## config.mk

```make
export PLATFORM = sky130hd
export DESIGN_NAME = threshold_peak_tagger
export DESIGN_NICKNAME = d
export VERILOG_FILES = /design/src/rtl/core/tpt_pkg.sv /design/src/rtl/core/threshold_peak_tagger.sv /design/src/rtl/core/tpt_cfg.sv /design/src/rtl/core/tpt_search.sv
export SDC_FILE = /design/constraint.sdc
export NUM_CORES = 1
export LEC_CHECK = 0
export ABC_AREA = 0
export BUFFER_PORTS_ARGS = -buffer_cell sky130_fd_sc_hd__buf_4
export CORE_AREA = 8 8 217 219
export DETAILED_ROUTE_END_ITERATION = 8
export DIE_AREA = 0 0 225 227
export GPL_ROUTABILITY_DRIVEN = 0
export PLACE_DENSITY = 0.79
export SLEW_MARGIN = 20
export SYNTH_ARGS = -nofsm -noshare
export SYNTH_HDL_FRONTEND = slang
export SYNTH_HIERARCHICAL = 1
export SYNTH_SLANG_ARGS = --single-unit
```

## constraint.sdc

```tcl
create_clock -name clk -period 8.9 [get_ports clk]
set_input_delay 1.78 -clock clk [delete_from_list [all_inputs] [get_ports clk]]
set_output_delay 1.78 -clock clk [all_outputs]
set_load 0.1 [all_outputs]
```

## src/rtl/core/tpt_pkg.sv

```systemverilog
// ----------------------------------------------------------------------------
// tpt_pkg
// Shared types, register map and defaults for the threshold peak tagger.
// ----------------------------------------------------------------------------
package tpt_pkg;

  // Default build parameters
  localparam int DEFAULT_MAX_WINDOW    = 256;
  localparam int DEFAULT_POSITION_BITS = 48;

  // Fixed field widths
  localparam int SAMPLE_BITS  = 16;
  localparam int WINLEN_BITS  = 9;
  localparam int OFFSET_BITS  = 10;
  localparam int HOLDOFF_BITS = 16;
  localparam int TAGPOS_BITS  = 48;

  // Configuration port
  localparam int CFG_ADDR_BITS = 4;
  localparam int CFG_DATA_BITS = 32;

  // Register indexes (byte address is 4 * index)
  typedef enum logic [1:0] {
    REG_THRESHOLD       = 2'd0,
    REG_WINDOW_LENGTH   = 2'd1,
    REG_POSITION_OFFSET = 2'd2,
    REG_HOLDOFF_LENGTH  = 2'd3
  } reg_idx_t;

  // Reset values
  localparam logic signed [SAMPLE_BITS-1:0] THRESHOLD_RST = 16'sd8192;
  localparam logic [WINLEN_BITS-1:0]        WINLEN_RST    = 9'd16;
  localparam logic signed [OFFSET_BITS-1:0] OFFSET_RST    = 10'sd0;
  localparam logic [HOLDOFF_BITS-1:0]       HOLDOFF_RST   = 16'd0;

  // Configuration as seen by the search logic
  typedef struct packed {
    logic signed [SAMPLE_BITS-1:0] threshold;
    logic [WINLEN_BITS-1:0]        window_length;
    logic signed [OFFSET_BITS-1:0] position_offset;
    logic [HOLDOFF_BITS-1:0]       holdoff_length;
  } cfg_t;

endpackage

```

## src/rtl/core/threshold_peak_tagger.sv

```systemverilog
// ----------------------------------------------------------------------------
// threshold_peak_tagger
// Passes samples through and tags the window maximum after each crossing.
// ----------------------------------------------------------------------------
//  Channel   Handshake                          Payload
//  sample    sample_valid / sample_ready        sample_in
//  result    result_valid / result_ready        sample_out, tag_valid,
//                                               tag_position, tag_value
//  config    APB psel/penable/pwrite/pready     paddr, pwdata, prdata
//
//  One sample per clock sustained while result_ready is high; input register,
//  then one pass of compare/add logic into the result register.
//  The longest path runs from the blanking end add through the crossing
//  compare and peak select into the tag position add.
//  The input register holds one more sample while a result is stalled.
//  Synchronous reset clears position count, search and blanking state.
// ----------------------------------------------------------------------------
module threshold_peak_tagger #(
  parameter int MAX_WINDOW    = tpt_pkg::DEFAULT_MAX_WINDOW,
  parameter int POSITION_BITS = tpt_pkg::DEFAULT_POSITION_BITS
) (
  input  logic                                   clk,
  input  logic                                   rst,
  // sample channel
  input  logic                                   sample_valid,
  output logic                                   sample_ready,
  input  logic signed [tpt_pkg::SAMPLE_BITS-1:0] sample_in,
  // result channel
  output logic                                   result_valid,
  input  logic                                   result_ready,
  output logic signed [tpt_pkg::SAMPLE_BITS-1:0] sample_out,
  output logic                                   tag_valid,
  output logic [tpt_pkg::TAGPOS_BITS-1:0]        tag_position,
  output logic signed [tpt_pkg::SAMPLE_BITS-1:0] tag_value,
  // configuration
  input  logic                                   psel,
  input  logic                                   penable,
  input  logic                                   pwrite,
  input  logic [tpt_pkg::CFG_ADDR_BITS-1:0]      paddr,
  input  logic [tpt_pkg::CFG_DATA_BITS-1:0]      pwdata,
  output logic [tpt_pkg::CFG_DATA_BITS-1:0]      prdata,
  output logic                                   pready
);

  tpt_pkg::cfg_t                          cfg;
  logic                                   in_full;
  logic signed [tpt_pkg::SAMPLE_BITS-1:0] in_sample;
  logic                                   advance;
  logic                                   tag_hit;
  logic signed [tpt_pkg::SAMPLE_BITS-1:0] tag_val_w;
  logic [POSITION_BITS-1:0]               tag_pos_w;

  tpt_cfg u_cfg (
    .clk     (clk),
    .rst     (rst),
    .psel    (psel),
    .penable (penable),
    .pwrite  (pwrite),
    .paddr   (paddr),
    .pwdata  (pwdata),
    .prdata  (prdata),
    .pready  (pready),
    .cfg     (cfg)
  );

  // Input register moves on whenever the result register is free
  assign advance      = in_full && (!result_valid || result_ready);
  assign sample_ready = !in_full || advance;

  always_ff @(posedge clk) begin
    if (rst) begin
      in_full <= 1'b0;
    end else if (sample_valid && sample_ready) begin
      in_full <= 1'b1;
    end else if (advance) begin
      in_full <= 1'b0;
    end
  end

  always_ff @(posedge clk) begin
    if (sample_valid && sample_ready) begin
      in_sample <= sample_in;
    end
  end

  tpt_search #(
    .MAX_WINDOW    (MAX_WINDOW),
    .POSITION_BITS (POSITION_BITS)
  ) u_search (
    .clk          (clk),
    .rst          (rst),
    .step         (advance),
    .sample       (in_sample),
    .cfg          (cfg),
    .tag_valid    (tag_hit),
    .tag_value    (tag_val_w),
    .tag_position (tag_pos_w)
  );

  // Result register
  always_ff @(posedge clk) begin
    if (rst) begin
      result_valid <= 1'b0;
    end else if (advance) begin
      result_valid <= 1'b1;
    end else if (result_ready) begin
      result_valid <= 1'b0;
    end
  end

  always_ff @(posedge clk) begin
    if (advance) begin
      sample_out   <= in_sample;
      tag_valid    <= tag_hit;
      tag_value    <= tag_val_w;
      tag_position <= tpt_pkg::TAGPOS_BITS'(64'(tag_pos_w));
    end
  end

endmodule

```

## src/rtl/core/tpt_cfg.sv

```systemverilog
// ----------------------------------------------------------------------------
// tpt_cfg
// APB register file holding threshold, window, offset and hold-off settings.
// ----------------------------------------------------------------------------
module tpt_cfg (
  input  logic                               clk,
  input  logic                               rst,
  input  logic                               psel,
  input  logic                               penable,
  input  logic                               pwrite,
  input  logic [tpt_pkg::CFG_ADDR_BITS-1:0]  paddr,
  input  logic [tpt_pkg::CFG_DATA_BITS-1:0]  pwdata,
  output logic [tpt_pkg::CFG_DATA_BITS-1:0]  prdata,
  output logic                               pready,
  output tpt_pkg::cfg_t                      cfg
);

  tpt_pkg::reg_idx_t idx;
  logic              wr_en;

  assign idx    = tpt_pkg::reg_idx_t'(paddr[3:2]);
  assign wr_en  = psel && penable && pwrite;
  assign pready = 1'b1;

  // Register writes
  always_ff @(posedge clk) begin
    if (rst) begin
      cfg.threshold       <= tpt_pkg::THRESHOLD_RST;
      cfg.window_length   <= tpt_pkg::WINLEN_RST;
      cfg.position_offset <= tpt_pkg::OFFSET_RST;
      cfg.holdoff_length  <= tpt_pkg::HOLDOFF_RST;
    end else if (wr_en) begin
      case (idx)
        tpt_pkg::REG_THRESHOLD: begin
          cfg.threshold <= pwdata[tpt_pkg::SAMPLE_BITS-1:0];
        end
        tpt_pkg::REG_WINDOW_LENGTH: begin
          cfg.window_length <= pwdata[tpt_pkg::WINLEN_BITS-1:0];
        end
        tpt_pkg::REG_POSITION_OFFSET: begin
          cfg.position_offset <= pwdata[tpt_pkg::OFFSET_BITS-1:0];
        end
        tpt_pkg::REG_HOLDOFF_LENGTH: begin
          cfg.holdoff_length <= pwdata[tpt_pkg::HOLDOFF_BITS-1:0];
        end
        default: begin
        end
      endcase
    end
  end

  // Read mux, signed fields sign-extended
  always_comb begin
    case (idx)
      tpt_pkg::REG_THRESHOLD:       prdata = 32'(cfg.threshold);
      tpt_pkg::REG_WINDOW_LENGTH:   prdata = 32'(cfg.window_length);
      tpt_pkg::REG_POSITION_OFFSET: prdata = 32'(cfg.position_offset);
      tpt_pkg::REG_HOLDOFF_LENGTH:  prdata = 32'(cfg.holdoff_length);
      default:                      prdata = '0;
    endcase
  end

endmodule

```

## src/rtl/core/tpt_search.sv

```systemverilog
// ----------------------------------------------------------------------------
// tpt_search
// Crossing detection, window maximum tracking, tag position and blanking.
// ----------------------------------------------------------------------------
module tpt_search #(
  parameter int MAX_WINDOW    = tpt_pkg::DEFAULT_MAX_WINDOW,
  parameter int POSITION_BITS = tpt_pkg::DEFAULT_POSITION_BITS
) (
  input  logic                                   clk,
  input  logic                                   rst,
  input  logic                                   step,
  input  logic signed [tpt_pkg::SAMPLE_BITS-1:0] sample,
  input  tpt_pkg::cfg_t                          cfg,
  output logic                                   tag_valid,
  output logic signed [tpt_pkg::SAMPLE_BITS-1:0] tag_value,
  output logic [POSITION_BITS-1:0]               tag_position
);

  localparam int PB  = POSITION_BITS;
  localparam int WCW = $clog2(MAX_WINDOW + 1);
  localparam int CW  = (WCW > tpt_pkg::WINLEN_BITS) ? WCW : tpt_pkg::WINLEN_BITS;

  // Saturating add at the all-ones position
  function automatic logic [PB-1:0] sat_add(input logic [PB-1:0] a,
                                            input logic [PB-1:0] b);
    logic [PB:0] s;
    s = {1'b0, a} + {1'b0, b};
    sat_add = s[PB] ? {PB{1'b1}} : s[PB-1:0];
  endfunction

  // State
  logic [PB-1:0]                        sample_count;
  logic [PB-1:0]                        blank_until;
  logic                                 blank_pending;
  logic [PB-1:0]                        last_tag_pos;
  logic [tpt_pkg::HOLDOFF_BITS-1:0]     last_holdoff;
  logic                                 searching;
  logic [WCW-1:0]                       window_count;
  logic signed [tpt_pkg::SAMPLE_BITS-1:0] peak_value;
  logic [PB-1:0]                        peak_position;

  // Per-sample logic
  logic [PB-1:0]                        blank_eff;
  logic                                 crossing;
  logic                                 take_sample;
  logic                                 searching_mid;
  logic [WCW-1:0]                       count_mid;
  logic signed [tpt_pkg::SAMPLE_BITS-1:0] peak_value_mid;
  logic [PB-1:0]                        peak_pos_mid;
  logic [CW-1:0]                        win_eff;
  logic                                 emit;
  logic [PB:0]                          pos_sum;
  logic [PB:0]                          pos_diff;
  logic [tpt_pkg::OFFSET_BITS-1:0]      off_mag;
  logic [PB-1:0]                        tpos;

  // Blanking end: the last tag's sum is resolved in the cycle after the tag
  assign blank_eff = blank_pending ? sat_add(last_tag_pos, PB'(last_holdoff)) : blank_until;

  assign crossing    = !searching && (sample_count >= blank_eff) && (sample > cfg.threshold);
  assign take_sample = crossing || (searching && (sample > peak_value));
  assign searching_mid  = searching || crossing;
  assign count_mid      = searching ? (window_count + WCW'(1)) : WCW'(1);
  assign peak_value_mid = take_sample ? sample : peak_value;
  assign peak_pos_mid   = take_sample ? sample_count : peak_position;

  // Effective window: zero acts as one, clamp at the maximum
  always_comb begin
    win_eff = CW'(cfg.window_length);
    if (win_eff == '0) begin
      win_eff = CW'(1);
    end
    if (win_eff > CW'(MAX_WINDOW)) begin
      win_eff = CW'(MAX_WINDOW);
    end
  end

  assign emit = searching_mid && (CW'(count_mid) >= win_eff);

  // Tag position: peak plus offset, saturated at both ends
  assign off_mag  = tpt_pkg::OFFSET_BITS'(-cfg.position_offset);
  assign pos_sum  = {1'b0, peak_pos_mid} + (PB + 1)'(cfg.position_offset[8:0]);
  assign pos_diff = {1'b0, peak_pos_mid} - (PB + 1)'(off_mag);

  always_comb begin
    if (!cfg.position_offset[tpt_pkg::OFFSET_BITS-1]) begin
      tpos = pos_sum[PB] ? {PB{1'b1}} : pos_sum[PB-1:0];
    end else begin
      tpos = pos_diff[PB] ? '0 : pos_diff[PB-1:0];
    end
  end

  assign tag_valid    = emit;
  assign tag_value    = emit ? peak_value_mid : '0;
  assign tag_position = emit ? tpos : '0;

  // State update
  always_ff @(posedge clk) begin
    if (rst) begin
      sample_count  <= '0;
      blank_until   <= '0;
      blank_pending <= 1'b0;
      last_tag_pos  <= '0;
      last_holdoff  <= '0;
      searching     <= 1'b0;
      window_count  <= '0;
      peak_value    <= '0;
      peak_position <= '0;
    end else begin
      // fold a pending blanking end into the register
      if (blank_pending) begin
        blank_until <= blank_eff;
      end
      blank_pending <= step && emit;
      if (step) begin
        sample_count  <= sample_count + PB'(1);
        searching     <= searching_mid && !emit;
        window_count  <= (emit || !searching_mid) ? '0 : count_mid;
        peak_value    <= peak_value_mid;
        peak_position <= peak_pos_mid;
        if (emit) begin
          last_tag_pos <= tpos;
          last_holdoff <= cfg.holdoff_length;
        end
      end
    end
  end

endmodule

```

### Word level (Yosys, flattened, before mapping)

Cells that the tools add are included.

* add/sub/neg operators: 6
* $mul: 0
* div/mod/pow operators: 0
* magnitude comparators: 5
* eq/ne operators: 3
* shift operators: 0
* muxes and demuxes: 16
* bitwise operators: 0
* reduce and logical (&&, ||, !) cells: 29

Operators by type and width (count)
* $mux 48: 6
* $pmux 32 s4: 1
* $add 48x16->49: 1
* $add 48x9->49: 1
* $sub 48x10->49: 1
* $add 48x1->48 const B: 1
* $ge 48x48->1: 1
* $mux 9: 4
* $gt 16x16->1: 2
* $mux 16: 1
* $logic_and 1x1->1: 10
* $neg 10->10: 1
* $reduce_and 2->1: 5
* $add 9x1->9 const B: 1
* $ge 9x9->1: 1
* $gt 9x9->1 const B: 1
* $logic_not 9->1: 1
* $logic_not 1->1: 5
* $logic_or 1x1->1: 5
* $eq 2x2->1 const B: 2
* $mux 1: 4
* $reduce_bool 2->1: 2
* $eq 2x1->1 const B: 1
* $logic_not 2->1: 1

* register bits after elaboration: 385
* latch bits: 0
* RAM bits: 0
* bits in read-only memories: 0
* bits of input ports: 59
* output and inout bits: 116
* logic and storage cells: 79
* memories kept: 0

### Logic depth before layout (Yosys ltp)

* word-level depth: 11
* gate-level depth with buffers: 46
* mapped depth without buffers: 38

### Hierarchy

Netlist, hierarchy kept.

Modules (own cells, without submodules)
* tpt_search: times used 1, cells each 2401, area each 17936.0 sq um, sequential area each 4704.5 sq um
* threshold_peak_tagger: times used 1, cells each 107, area each 3016.6 sq um, sequential area each 2952.8 sq um
* tpt_cfg: times used 1, cells each 246, area each 2648.8 sq um, sequential area each 1021.0 sq um

### Least setup slack after synthesis

No wires, ideal clock.

* kind: flip-flop to flip-flop
* start: register u_search.last_tag_pos[0]
* end: register tag_position[28] in the netlist's numbering, data pin
* setup time: 0.266 ns
* data arrival time: 8.727 ns
* required time: 8.634 ns
* slack: -0.093 ns
* cell stages (with the launch flop): 45
* period minus slack after synthesis: 8.993 ns
* cells stage by stage: dfxtp_1 ha_1 fa_1 a21o_1 a21oi_1 o21bai_1 a21o_1 a21oi_1 o311ai_0 a221oi_1 a21oi_1 clkbuf_1 nand4_1 clkbuf_1 buf_1 a31o_2 ha_1 nand4_1 [... 9 more ...] buf_2 mux2i_1 inv_1 ha_1 inv_1 fa_1 nor2b_1 o21ai_0 a21boi_0 o21ai_0 a21boi_0 o21a_1 o211ai_1 a211oi_1 buf_2 or4_1 a32oi_1 nor2_1

* longest elaborated chain between the ends: 11

RTL lines
* from (decl): RTL line tpt_search.sv:35 `logic [PB-1:0] last_tag_pos;`
* from (signal assigned): RTL line tpt_search.sv:122 `last_tag_pos <= tpos;`
* $add 48x16->49 (*): RTL line tpt_search.sv:27 `s = {1'b0, a} + {1'b0, b};`
* $mux 48 (*): RTL line tpt_search.sv:28 `sat_add = s[PB] ? {PB{1'b1}} : s[PB-1:0];`
* $mux 48 (*): RTL line tpt_search.sv:58 `assign blank_eff = blank_pending ? sat_add(last_tag_pos, PB'(last_holdoff)) : blank_until;`
* $ge 48x48->1 (*): RTL line tpt_search.sv:60 `assign crossing = !searching && (sample_count >= blank_eff) && (sample > cfg.threshold);`
* $logic_and 1x1->1 (*) (2 in series): RTL line tpt_search.sv:60
* $logic_or 1x1->1 (*): RTL line tpt_search.sv:61 `assign take_sample = crossing || (searching && (sample > peak_value));`
* $mux 48 (*): RTL line tpt_search.sv:65 `assign peak_pos_mid = take_sample ? sample_count : peak_position;`
* named net u_search.peak_pos_mid[0]: RTL line tpt_search.sv:49 `logic [PB-1:0] peak_pos_mid;`
* $add 48x9->49 or $sub 48x10->49 (tied branches): RTL line tpt_search.sv:82, tpt_search.sv:83
* $mux 48, on equally long branches: RTL line tpt_search.sv:87, tpt_search.sv:89
* $mux 48 (*): RTL line tpt_search.sv:86 `if (!cfg.position_offset[tpt_pkg::OFFSET_BITS-1]) begin`
* to (signal assigned): RTL line threshold_peak_tagger.sv:116 `tag_position <= tpt_pkg::TAGPOS_BITS'(64'(tag_pos_w));`
* to (decl): RTL line threshold_peak_tagger.sv:33 `output logic [tpt_pkg::TAGPOS_BITS-1:0] tag_position,`

The timed path passes the listed nets; every way through them passes the cells marked *.
A chain may end at the register's enable or synchronous reset.

### Worst setup path after layout

* start: register u_search.last_tag_pos[0]
* end: register tag_position[13] in the netlist's numbering, data pin

Same word-level chain as after synthesis.

==> impl_metrics.py <==
metrics = {
    "clock_tree": {
        "cts_made_buffers": 43,
        "path_clk_slew_ns": 0.06,
        "root_buffer": "clkbuf_16",
        "cts_tree": "done",
        "htreeDepth": 2,
        "clk_latency_ns": 0.58,
        "clock-sinks": 385,
        "clk_path_buf_depth": 3,
    },
    "cells_and_area": {
        "final_cell_mix": "301 x nand2_1, 296 x nor2_1, 286 x dfxtp_1, 266 x buf_4, 170 x a21oi_1",
        "drive_above_1_share_pct": 16.47,
        "synthToLayoutAreaGrowth_pct": 15.79,
        "final_core_util_pct": 62.62,
        "stdcell_count": 3519,
        "design_area_sq_um": 27330,
        "final_nets": 3081,
        "final_common_cell": "nand2_1",
        "num_antenna_cells": 0,
    },
    "drt": {
        "first_pass_iters": 9,
        "wirelength_um": 76980,
        "vias": 22551,
        "antenna_left": 0,
        "wl_per_cell_um": 21.88,
        "drcViolationCount": 1,
        "viasPerCell": 6.408,
        "drtIter0Drc": 3049,
    },
    "worst_setup_path": {
        "cp_data_required_time_ns": 9.18,
        "cp_common_cell": "buf_4",
        "rr_endpoint": "tag_position[13]$_DFFE_PP_",
        "worst-path-buf-inv": 7,
        "rr_worst_depth": 41,
        "crit_slowest_cell": "a211o_2",
        "worstPathArrival_ns": 8.98,
        "reg2reg_slack_ns": 0.20,
        "path_max_fanout": 8,
        "r2r_start": "u_search/last_tag_pos[0]$_SDFFE_PP0P_",
        "crit_type": "reg2reg",
        "path_delay_family": "compound AO/OA/AOI/OAI gates",
        "cp-end-kind": "register",
        "cp-start-kind": "register",
        "cpPeakStageDelay_ns": 0.44,
    },
    "logic_synthesis": {
        "syn_area_sq_um": 23600,
        "ys.flop_type": "dfxtp_1",
        "synth_cells": 2754,
        "seq_area_frac_synth_pct": 36.77,
        "synth_async_sr_flop_share_pct": 0,
        "yosys_warnings": 6,
        "avgSynthCellArea_sq_um": 8.570,
        "yosysUniqueCellTypes": 98,
        "synth-edff-count": 97,
        "synth_nets": 2942,
        "ys_ff_latch": 385,
    },
    "timing": {
        "min_period_ns": 8.696,
        "finalSetupViolations": 0,
        "skew_ns": 0.02285,
        "slew_headroom_pct": 28.72,
        "fin_crit_sh_pct": 97.70,
        "hold_violations": 0,
        "max_freq_ghz": 0.1150,
        "worst_slack_ns": 0.2044,
        "drv_slew": 0,
        "worst_pin_slew_ns": 1.069,
        "tns_ns": 0,
    },
    "global_route": {
        "grt_first_pass_wirelength_um": 118200,
        "busiest_layer": "met2",
        "grt_max_degree": 106,
        "gr-total-overflow": 0,
        "grt_pass1_vias": 21348,
        "met3_usage_pct": 7.832,
        "antenna_found_initial": 1,
        "grt_use_met2_pct": 44.56,
        "global_route.usage.met1_pct": 37.77,
        "grt_usage_pct": 28.82,
    },
    "die": {
        "num_rows": 77,
        "start_util_pct": 54.08,
        "die_x_um": 225,
        "die_y_um": 227,
        "fp.coreArea_sq_um": 43640,
        "dieArea_sq_um": 51080,
        "num_io_pins": 175,
    },
    "placed_design": {
        "dp_cells": 3429,
        "dp_slack_ns": -0.5856,
        "io_buffers": 155,
        "postPlaceCellArea_sq_um": 25500,
        "dp_hpwl_um": 54440,
    },
    "pwr": {
        "peakVddDrop_v": 0.0001229,
        "power_density_nw_per_um2": 173.1,
        "leakagePower_nw": 10.69,
    },
    "min_path": {
        "min_to": "u_search/last_tag_pos[4]$_SDFFE_PP0P_",
        "whs_path_depth": 2,
        "worstHoldStart": "u_search/last_tag_pos[4]$_SDFFE_PP0P_",
        "hold_class": "reg2reg",
    },
    "outcome": {
        "outcome": "complete, but fails checks",
        "violations": "design-rule violations",
    },
    "run": {
        "cap_violations": 0,
    },
}
[cell type report]
class                      instances  area [sq um]
clock inverter                    29         310.3
fill                            3499         16320
inverter                          80         300.3
sequential                       385          8681
clock buffer                      50          1145
multi-input combinational       2108         14040
tap                              592         740.7
timing repair buffer             275          2113
[power breakdown]
| group | internal, mW | switching (mW) |
|---|---|---|
| Combinational | 0.361 | 0.643 |
| Clock | 1.10 | 0.749 |
| Sequential | 1.84 | 0.0439 |
[state kept, by name, indices dropped and copies added, names as in the netlist]
signal / cells
in_full: 1
in_sample: 16
result_valid: 1
sample_out: 16
tag_position: 48
tag_valid: 1
tag_value: 16
u_cfg/cfg: 51
u_search/blank_pending: 1
u_search/blank_until: 48
u_search/last_holdoff: 16
u_search/last_tag_pos: 48
u_search/peak_position: 48
u_search/peak_value: 16
u_search/sample_count: 48
u_search/searching: 1
u_search/window_count: 9
[worst reg2reg max path: cells and delay by family (launching register included)]
family	cells	cell delay [ns]
AOI/OAI and AO/OA	22	4.60
xor gates and xnor gates	1	0.13
adders and majority gates	4	1.18
buffers and inverters	7	1.24
DFF	1	0.31
muxes	1	0.28
and+or+nand+nor	6	0.70
[layer usage]
| metal | share of wire (%) | wire length, um | vias to the layer above |
|---|---|---|---|
| li1 | - | - | 10163 |
| met4 | 4.7 | 3652 | 2 |
| met2 | 44 | 33720 | 1446 |
| met3 | 13 | 9661 | 335 |
| met5 | 0.017 | 13 | - |
| met1 | 39 | 29930 | 10605 |
[synth_stat cells (10+ instances only)]
master,count,area [sq um]
nand2_1,303,1137
nor2_1,298,1119
dfxtp_1,288,5766
a21oi_1,179,895.9
ha_1,126,1577
clkbuf_1,112,420.4
mux2i_1,110,1101
edfxtp_1,97,2913
nand3_1,97,485.5
o21ai_0,89,445.4
nand2b_1,80,500.5
xnor2_1,76,665.6
inv_1,75,281.5
xor2_1,75,656.9
a211oi_1,71,533.0
nor3_1,67,335.3
nand4_1,64,400.4
or3_1,34,212.7
and3_1,32,200.2
a21o_1,31,232.7
buf_4,26,195.2
nor4_1,26,162.7
a31oi_1,25,156.4
o22ai_1,24,150.1
buf_2,21,105.1
and2_1,18,112.6
a22oi_1,17,127.6
a31o_2,17,148.9
nor2b_1,16,100.1
o211ai_1,13,97.59
mux2_2,12,135.1
buf_1,11,41.29
o21a_1,11,82.58
o31ai_1,11,82.58
or2_2,11,68.82
or4_1,11,82.58
a22o_1,10,87.58
buf_6,10,112.6
[stage by stage]
| step | power (mW) | hold slack (ns) |
|---|---|---|
| 3_5_place_dp | 2.855 | 0.4536 |
| 3_3_place_gp | 2.831 | 0.4495 |
| 4_1_cts | 4.689 | 0.4626 |
| 6_report | 4.730 | 0.4607 |
| 5_1_grt | 4.865 | 0.4824 |
| 2_1_floorplan | 2.589 | 0.4400 |
[logic make-up (layout without fill, tap and decap cells)]
group | after synthesis | after routing | share of synthesized area (%)
AND/OR/NAND/NOR | 1107 | 1107 | 22.92
flip-flops | 385 | 385 | 36.77
other | 1 | 1 | 0.01589
XOR/XNOR | 151 | 151 | 5.604
adder cells (fa/ha/maj) | 130 | 130 | 6.977
AO/OA/AOI/OAI | 579 | 579 | 16.00
multiplexers | 140 | 140 | 6.669
buffers and inverters | 261 | 434 | 5.042
[worst max path at each step]
| stage | from | end | slack [ns] | cells after the start |
|---|---|---|---|---|
| 2_1_floorplan | u_search/last_tag_pos[0]$_SDFFE_PP0P_ | tag_position[28]$_DFFE_PP_ | 0.008 | 44 |
| 3_3_place_gp | u_search/last_tag_pos[0]$_SDFFE_PP0P_ | tag_position[21]$_DFFE_PP_ | -0.35 | 38 |
| 3_5_place_dp | u_search/last_tag_pos[0]$_SDFFE_PP0P_ | tag_position[21]$_DFFE_PP_ | -0.59 | 38 |
| 4_1_cts | u_search/last_tag_pos[0]$_SDFFE_PP0P_ | tag_position[16]$_DFFE_PP_ | 0.03 | 42 |
| 5_1_grt | u_search/last_tag_pos[0]$_SDFFE_PP0P_ | tag_position[16]$_DFFE_PP_ | -0.06 | 44 |
| 6_report | u_search/last_tag_pos[0]$_SDFFE_PP0P_ | tag_position[13]$_DFFE_PP_ | 0.20 | 41 |
[repair_timing]
action                     4_1_cts  5_1_grt
cloned                           1        1
hold buffers                     0        0
resized for setup               26       47
pin swaps                        5       16
setup buffers                    3        7
setup endpoints to repair       96       96
Note: power is estimated with default switching activity, not from simulation.
